## src/sv/ipv4p_pkg.sv

```systemverilog
// Package: character codes, widths and the result type of the IPv4 dotted-decimal parser.
`default_nettype none
package ipv4p_pkg;

	localparam logic [7:0] CH_NUL  = 8'h00;
	localparam logic [7:0] CH_DOT  = 8'h2E;
	localparam logic [7:0] CH_ZERO = 8'h30;
	localparam logic [7:0] CH_NINE = 8'h39;

	localparam logic [9:0] OCTET_MAX  = 10'd255;
	localparam logic [1:0] DIGITS_MAX = 2'd3;
	localparam logic [1:0] LAST_INDEX = 2'd3;

	localparam int unsigned IN_W  = 8;
	localparam int unsigned OUT_W = 40;

	typedef struct packed {
		logic [7:0] octet_d;
		logic [7:0] octet_c;
		logic [7:0] octet_b;
		logic [7:0] octet_a;
		logic       parse_ok;
	} result_t;

	typedef struct packed {
		logic       fire;
		logic [7:0] char_code;
	} step_t;

endpackage
`default_nettype wire

```

## src/sv/ipv4p_core.sv

```systemverilog
// Parser state: octet index, digit count, accumulator, closed octets, sticky error.
`default_nettype none
module ipv4p_core (
	input  wire logic             clk,
	input  wire logic             arst_n,
	input  wire ipv4p_pkg::step_t step,
	output ipv4p_pkg::result_t    result
);

	logic [9:0] acc_q;
	logic [7:0] fin_q [3];
	logic [1:0] idx_q;
	logic [1:0] cnt_q;
	logic       err_q;

	logic       is_nul;
	logic       is_dot;
	logic       is_digit;
	logic [9:0] acc_next;
	logic       ok;

	assign is_nul   = (step.char_code == ipv4p_pkg::CH_NUL);
	assign is_dot   = (step.char_code == ipv4p_pkg::CH_DOT);
	assign is_digit = (step.char_code >= ipv4p_pkg::CH_ZERO) &&
	                  (step.char_code <= ipv4p_pkg::CH_NINE);
	assign acc_next = (acc_q << 3) + (acc_q << 1) +
	                  {2'b00, step.char_code - ipv4p_pkg::CH_ZERO};
	assign ok       = !err_q && (acc_q <= ipv4p_pkg::OCTET_MAX);

	always_comb begin
		logic [7:0] oct [4];
		for (int i = 0; i < 4; i++) begin
			oct[i] = 8'd0;
		end
		if (ok) begin
			for (int i = 0; i < 3; i++) begin
				if (2'(i) < idx_q) begin
					oct[i] = fin_q[i];
				end
			end
			oct[idx_q] = acc_q[7:0];
		end
		result.parse_ok = ok;
		result.octet_a  = oct[0];
		result.octet_b  = oct[1];
		result.octet_c  = oct[2];
		result.octet_d  = oct[3];
	end

	always_ff @(posedge clk or negedge arst_n) begin
		if (!arst_n) begin
			acc_q <= '0;
			idx_q <= '0;
			cnt_q <= '0;
			err_q <= 1'b0;
			for (int i = 0; i < 3; i++) begin
				fin_q[i] <= '0;
			end
		end else if (step.fire) begin
			if (is_nul) begin
				acc_q <= '0;
				idx_q <= '0;
				cnt_q <= '0;
				err_q <= 1'b0;
				for (int i = 0; i < 3; i++) begin
					fin_q[i] <= '0;
				end
			end else if (!err_q) begin
				if (is_dot) begin
					if (acc_q > ipv4p_pkg::OCTET_MAX || idx_q >= ipv4p_pkg::LAST_INDEX) begin
						err_q <= 1'b1;
					end else begin
						fin_q[idx_q] <= acc_q[7:0];
						idx_q        <= idx_q + 2'd1;
						acc_q        <= '0;
						cnt_q        <= '0;
					end
				end else if (is_digit) begin
					if (cnt_q >= ipv4p_pkg::DIGITS_MAX) begin
						err_q <= 1'b1;
					end else begin
						acc_q <= acc_next;
						cnt_q <= cnt_q + 2'd1;
					end
				end else begin
					err_q <= 1'b1;
				end
			end
		end
	end

endmodule
`default_nettype wire

```

## src/sv/ipv4_dotted_decimal_parser_top.sv

```systemverilog
// Top level of the IPv4 dotted-decimal parser: input register, parser state, result register.
//
//   channel  dir  tdata bits, lowest first              item
//   s_*      in   [7:0] char_code                        one string byte
//   m_*      out  [0] parse_ok, [8:1] octet_a,           one parsed address
//                 [16:9] octet_b, [24:17] octet_c,
//                 [32:25] octet_d, [39:33] zero
//
// One byte per cycle while no result waits unread; each byte is held in the
// input register and folded into the parser state when it advances. A zero
// byte loads the result register, which drives m_tvalid.
// Reset clears the parser state and both valid flags. While a result waits
// unread, the input register holds and s_tready drops once it is full.
`default_nettype none
module ipv4_dotted_decimal_parser_top (
	input  wire logic                          clk,
	input  wire logic                          arst_n,
	input  wire logic                          s_tvalid,
	output logic                               s_tready,
	input  wire logic [ipv4p_pkg::IN_W-1:0]    s_tdata,  // [7:0] char_code
	output logic                               m_tvalid,
	input  wire logic                          m_tready,
	output logic      [ipv4p_pkg::OUT_W-1:0]   m_tdata   // parse_ok, octet_a..octet_d, pad
);

	logic                 valid_s1;
	logic [7:0]           char_s1;
	logic                 res_valid_q;
	ipv4p_pkg::result_t   res_q;
	ipv4p_pkg::result_t   core_res;
	ipv4p_pkg::step_t     step;
	logic                 adv;
	logic                 emit;

	assign adv      = !res_valid_q || m_tready;
	assign s_tready = !valid_s1 || adv;

	assign step.fire      = valid_s1 && adv;
	assign step.char_code = char_s1;
	assign emit           = step.fire && (char_s1 == ipv4p_pkg::CH_NUL);

	ipv4p_core u_core (
		.clk    (clk),
		.arst_n (arst_n),
		.step   (step),
		.result (core_res)
	);

	always_ff @(posedge clk or negedge arst_n) begin
		if (!arst_n) begin
			valid_s1 <= 1'b0;
		end else if (s_tready) begin
			valid_s1 <= s_tvalid;
		end
	end

	always_ff @(posedge clk) begin
		if (s_tready && s_tvalid) begin
			char_s1 <= s_tdata;
		end
	end

	always_ff @(posedge clk or negedge arst_n) begin
		if (!arst_n) begin
			res_valid_q <= 1'b0;
		end else if (emit) begin
			res_valid_q <= 1'b1;
		end else if (m_tready) begin
			res_valid_q <= 1'b0;
		end
	end

	always_ff @(posedge clk) begin
		if (emit) begin
			res_q <= core_res;
		end
	end

	assign m_tvalid = res_valid_q;
	assign m_tdata  = {7'd0, res_q};

endmodule
`default_nettype wire

```

## config.mk

```make
export PLATFORM = sky130hd
export DESIGN_NAME = ipv4_dotted_decimal_parser_top
export DESIGN_NICKNAME = d
export VERILOG_FILES = /design/src/sv/ipv4p_pkg.sv /design/src/sv/ipv4p_core.sv /design/src/sv/ipv4_dotted_decimal_parser_top.sv
export SDC_FILE = /design/constraint.sdc
export NUM_CORES = 1
export LEC_CHECK = 0
export ABC_AREA = 0
export BUFFER_PORTS_ARGS = -buffer_cell sky130_fd_sc_hd__buf_4
export CAP_MARGIN = 20
export CORE_ASPECT_RATIO = 0.6
export CORE_MARGIN = 4
export CORE_UTILIZATION = 52
export DETAILED_ROUTE_END_ITERATION = 8
export GPL_TIMING_DRIVEN = 0
export PLACE_DENSITY = 0.84
export SLEW_MARGIN = 15
export SYNTH_ARGS = -nofsm -noshare
export SYNTH_HDL_FRONTEND = slang
export SYNTH_SLANG_ARGS = --single-unit
```

## constraint.sdc

```tcl
create_clock -name clk -period 3.18 [get_ports clk]
set_clock_uncertainty 0.15 [all_clocks]
set_input_delay 0 -clock clk [delete_from_list [all_inputs] [get_ports clk]]
set_output_delay 0 -clock clk [all_outputs]
set_load 0.05 [all_outputs]
```

==> results.yml <==
routing:
  detail-route-antenna-nets: 0
  number_of_iterations_in_the_first_detailed_routing_pass: 4
  routed_wire_length_per_instance_um: 16.51
  route.detailed.drc: 0
  route.detailed.vias_per_inst: 5.445
  drt_iter0_markers: 259
  wl_mm: 8.981
  route.vias.total: 2962
sta:
  period_share_pct: 92.12
  setup_viol_count_final: 0
  rsz_0062_raised_after_global_routing: "false"
  finalWorstSetupSlack_ns: 0.2505
  drv_slew: 0
  hold_viol_final: 0
  max_clock_freq_mhz: 341.4
  period_needed_ns: 2.930
  slew-limit-headroom_pct: 60.42
  worst_slew_pin_slew_ns: 0.5892
  setup_tns_ns: 0
die:
  io_pins: 54
  die-height_um: 77.61
  initial_utilization_pct: 53.48
  fp.dieArea_um2: 9624
  placement_rows: 25
  dieWidth_um: 124.0
  core-area_um2: 7851
global_route:
  first_global_vias: 2927
  grt_first_pass_wirelength_mm: 14.60
  grt_use_total_pct: 20.15
  grt_antenna_before_repair: 0
  pin_count_of_the_biggest_net_entering_global_routing: 42
  grt_overflow_total: 0
clock_network:
  cts_htree_levels: 3
  cts_root_buf: "sky130_fd_sc_hd__clkbuf_16"
  number_of_cts_inserted_buffers: 9
  cts.sink_count: 82
  clk_pin_slew_worst_paths_ns: 0.06
  clkLatencyLatePin_ns: 0.35
  post_cts.repair.setup_buffers: 0
  clockBufferDepth: 2
  cts_tree: "built"
yosys:
  synthFlopType: "sky130_fd_sc_hd__edfxtp_1"
  synth-async-reset-ratio_pct: 50.00
  synth.ff_latch_count: 82
  yosysSeqAreaShare_pct: 53.75
  synth-edff-count: 41
  synth_warnings: 0
  syn-mean-instance-area_um2: 11.76
  postSynthCellCount: 357
  yosysUniqueCellTypes: 52
  synth.cell_area_um2: 4199
status:
  run_status: "completed"
worst_setup_path:
  ff2ff_setup_slack_ns: 0.25
  critPathArrivalTime_ns: 3.01
  path_max_fanout: 4
  crit_path_end_kind: "flop"
  critical_path_class: "reg -> reg"
  worst_r2r_startpoint: "char_s1[4]$_DFFE_PP_"
  timing.critical_path.required_ns: 3.26
  cp-startpoint: "char_s1[4]$_DFFE_PP_"
  worstSetupStartpointType: "flop"
job:
  cap_viol_max_count: 0
placement:
  dp_hpwl_mm: 5.973
  gpl.final_weighted_congestion: 0.8369
  post-place-ws_ns: 0.07612
  port_buffers: 46
  post-place-cells: 518
final_layout:
  final_cell_count_no_fill: 544
  final_net_count: 468
  final_layout_size_suffix_gt1_share_pct: 21.79
  fill_cells: 584
  areaGrowthSynthToFinish_pct: 22.56
  antenna_cells_inserted: 0
pwr:
  pwr_density_cell_nw_per_um2: 531.4
  vdd.ir_drop.worst_v: 0.0005082
  p_leak_nw: 2.301
hold_path:
  hold_path.class: "in -> async"
## flip-flops by register name, summed over array words and instances (netlist names)
register and cells:
u_core.cnt_q 2, u_core.err_q 1, m_tvalid 1, m_tdata 33, u_core.idx_q 2, u_core.fin_q 24
u_core.acc_q 10, valid_s1 1, char_s1 8
## per-layer routing
layer / global-route usage [%] / wire length, µm / up-vias
li1: - / - / 1404
met1: 27.07 / 3863 / 1432
met2: 30.51 / 4103 / 112
met3: 6.773 / 899 / 14
met4: 7.322 / 115 / 0
met5: 0 / 0 / -
## kinds of logic (layout without fill, tap and decap cells)
group,count (synthesis),in the layout,share of synthesized area (%)
fa+ha+maj,25,25,8.522
other cells,1,7,0.08931
simple gates,98,98,12.34
flops,82,82,53.75
mux,21,21,5.453
buf+inv,53,126,6.376
xor+xnor,5,5,1.043
compound gates,72,72,12.43
## where the power goes
group          total, mW  switching (mW)  internal [mW]
Sequential          1.19          0.0489           1.14
Combinational      0.500           0.281          0.220
Clock               1.04           0.432          0.613
Total               2.73           0.762           1.97
## worst paths after layout
path / endpoint / depth (start not counted)
worst max register to register: u_core.acc_q[7]$_DFFE_PN0P_ / 11
max in group asynchronous: u_core.fin_q[10]$_DFFE_PN0P_ / 2
worst min-delay path: m_tvalid$_DFFE_PN0P_ / 2
min in group clk: char_s1[3]$_DFFE_PP_ / 2
worst min register to register: u_core.fin_q[0]$_DFFE_PN0P_ / 1
worst max-delay path: u_core.acc_q[7]$_DFFE_PN0P_ / 11
## cell usage in the layout, fill, tap and decap left out, types with 11 or more instances in the layout
| cell type | n |
|---|---|
| sky130_fd_sc_hd__edfxtp_1 | 41 |
| sky130_fd_sc_hd__nor2_1 | 43 |
| sky130_fd_sc_hd__dlygate4sd3_1 | 12 |
| sky130_fd_sc_hd__mux2i_1 | 15 |
| sky130_fd_sc_hd__ha_1 | 19 |
| sky130_fd_sc_hd__dfrtp_1 | 41 |
| sky130_fd_sc_hd__buf_4 | 53 |
| sky130_fd_sc_hd__and3_1 | 11 |
| sky130_fd_sc_hd__inv_1 | 25 |
| sky130_fd_sc_hd__a22o_1 | 25 |
| sky130_fd_sc_hd__nand2_1 | 15 |
| sky130_fd_sc_hd__a21oi_1 | 17 |
## cells in the mapped netlist, types with 2 or more instances
cell	n	area [µm²]
sky130_fd_sc_hd__a211oi_1	2	15.01
sky130_fd_sc_hd__a21o_1	2	15.01
sky130_fd_sc_hd__a21oi_1	17	85.08
sky130_fd_sc_hd__a22o_1	25	219.0
sky130_fd_sc_hd__a22oi_1	7	52.55
sky130_fd_sc_hd__and2_1	2	12.51
sky130_fd_sc_hd__and3_1	11	68.82
sky130_fd_sc_hd__buf_2	4	20.02
sky130_fd_sc_hd__buf_4	7	52.55
sky130_fd_sc_hd__buf_6	5	56.30
sky130_fd_sc_hd__clkbuf_1	12	45.04
sky130_fd_sc_hd__dfrtp_1	41	1026
sky130_fd_sc_hd__edfxtp_1	41	1231
sky130_fd_sc_hd__fa_1	6	120.1
sky130_fd_sc_hd__ha_1	19	237.7
sky130_fd_sc_hd__inv_1	25	93.84
sky130_fd_sc_hd__mux2_1	2	22.52
sky130_fd_sc_hd__mux2_4	3	45.04
sky130_fd_sc_hd__mux2i_1	15	150.1
sky130_fd_sc_hd__nand2_1	15	56.30
sky130_fd_sc_hd__nand2b_1	6	37.54
sky130_fd_sc_hd__nand2b_4	3	41.29
sky130_fd_sc_hd__nand3_1	4	20.02
sky130_fd_sc_hd__nor2_1	44	165.2
sky130_fd_sc_hd__nor3_1	2	10.01
sky130_fd_sc_hd__o21ai_0	6	30.03
sky130_fd_sc_hd__o21ai_2	2	17.52
sky130_fd_sc_hd__or3_1	2	12.51
sky130_fd_sc_hd__xnor2_1	4	35.03
## per-stage QoR
stage / util (%) / hold WS (ns) / power, mW / instance area (µm²)
6_report: 65.55 / 0.01648 / 2.735 / 5146
3_3_place_gp: 59.92 / -0.1389 / 1.664 / 4705
2_1_floorplan: - / -0.4456 / 1.563 / 4224
5_1_grt: 65.55 / 0.06309 / 2.859 / 5146
3_5_place_dp: 60.24 / -0.1399 / 1.688 / 4730
4_1_cts: 65.61 / 0.02700 / 2.743 / 5151
## critical path: stages, from the launching register on
cell and delay, ns:
sky130_fd_sc_hd__edfxtp_1 0.43, sky130_fd_sc_hd__inv_1 0.10, sky130_fd_sc_hd__ha_1 0.30, sky130_fd_sc_hd__inv_1 0.06
sky130_fd_sc_hd__fa_1 0.53, sky130_fd_sc_hd__inv_1 0.04, sky130_fd_sc_hd__ha_1 0.33, sky130_fd_sc_hd__o21ai_0 0.13
sky130_fd_sc_hd__o21ai_1 0.23, sky130_fd_sc_hd__nand3_1 0.10, sky130_fd_sc_hd__nor3b_1 0.14, sky130_fd_sc_hd__mux2_4 0.28
## timing repair
item	in CTS	in global routing
setup endpoints to repair	0	2
gates resized for setup	0	5
hold buffers	12	0
endpoints found under the hold margin	51	0
## cell type report
class	instances	area [µm²]	share of cell area, %
clock buffers	9	225.2	4.376
flip-flops and latches	82	2257	43.86
clock inverters	7	76.32	1.483
repair buffers	59	485.5	9.434
inverters	25	93.84	1.823
multi-input cells	228	1704	33.11
well taps	108	135.1	2.626
plain buffers	26	168.9	3.282
Power figures use the tool's default switching activity.
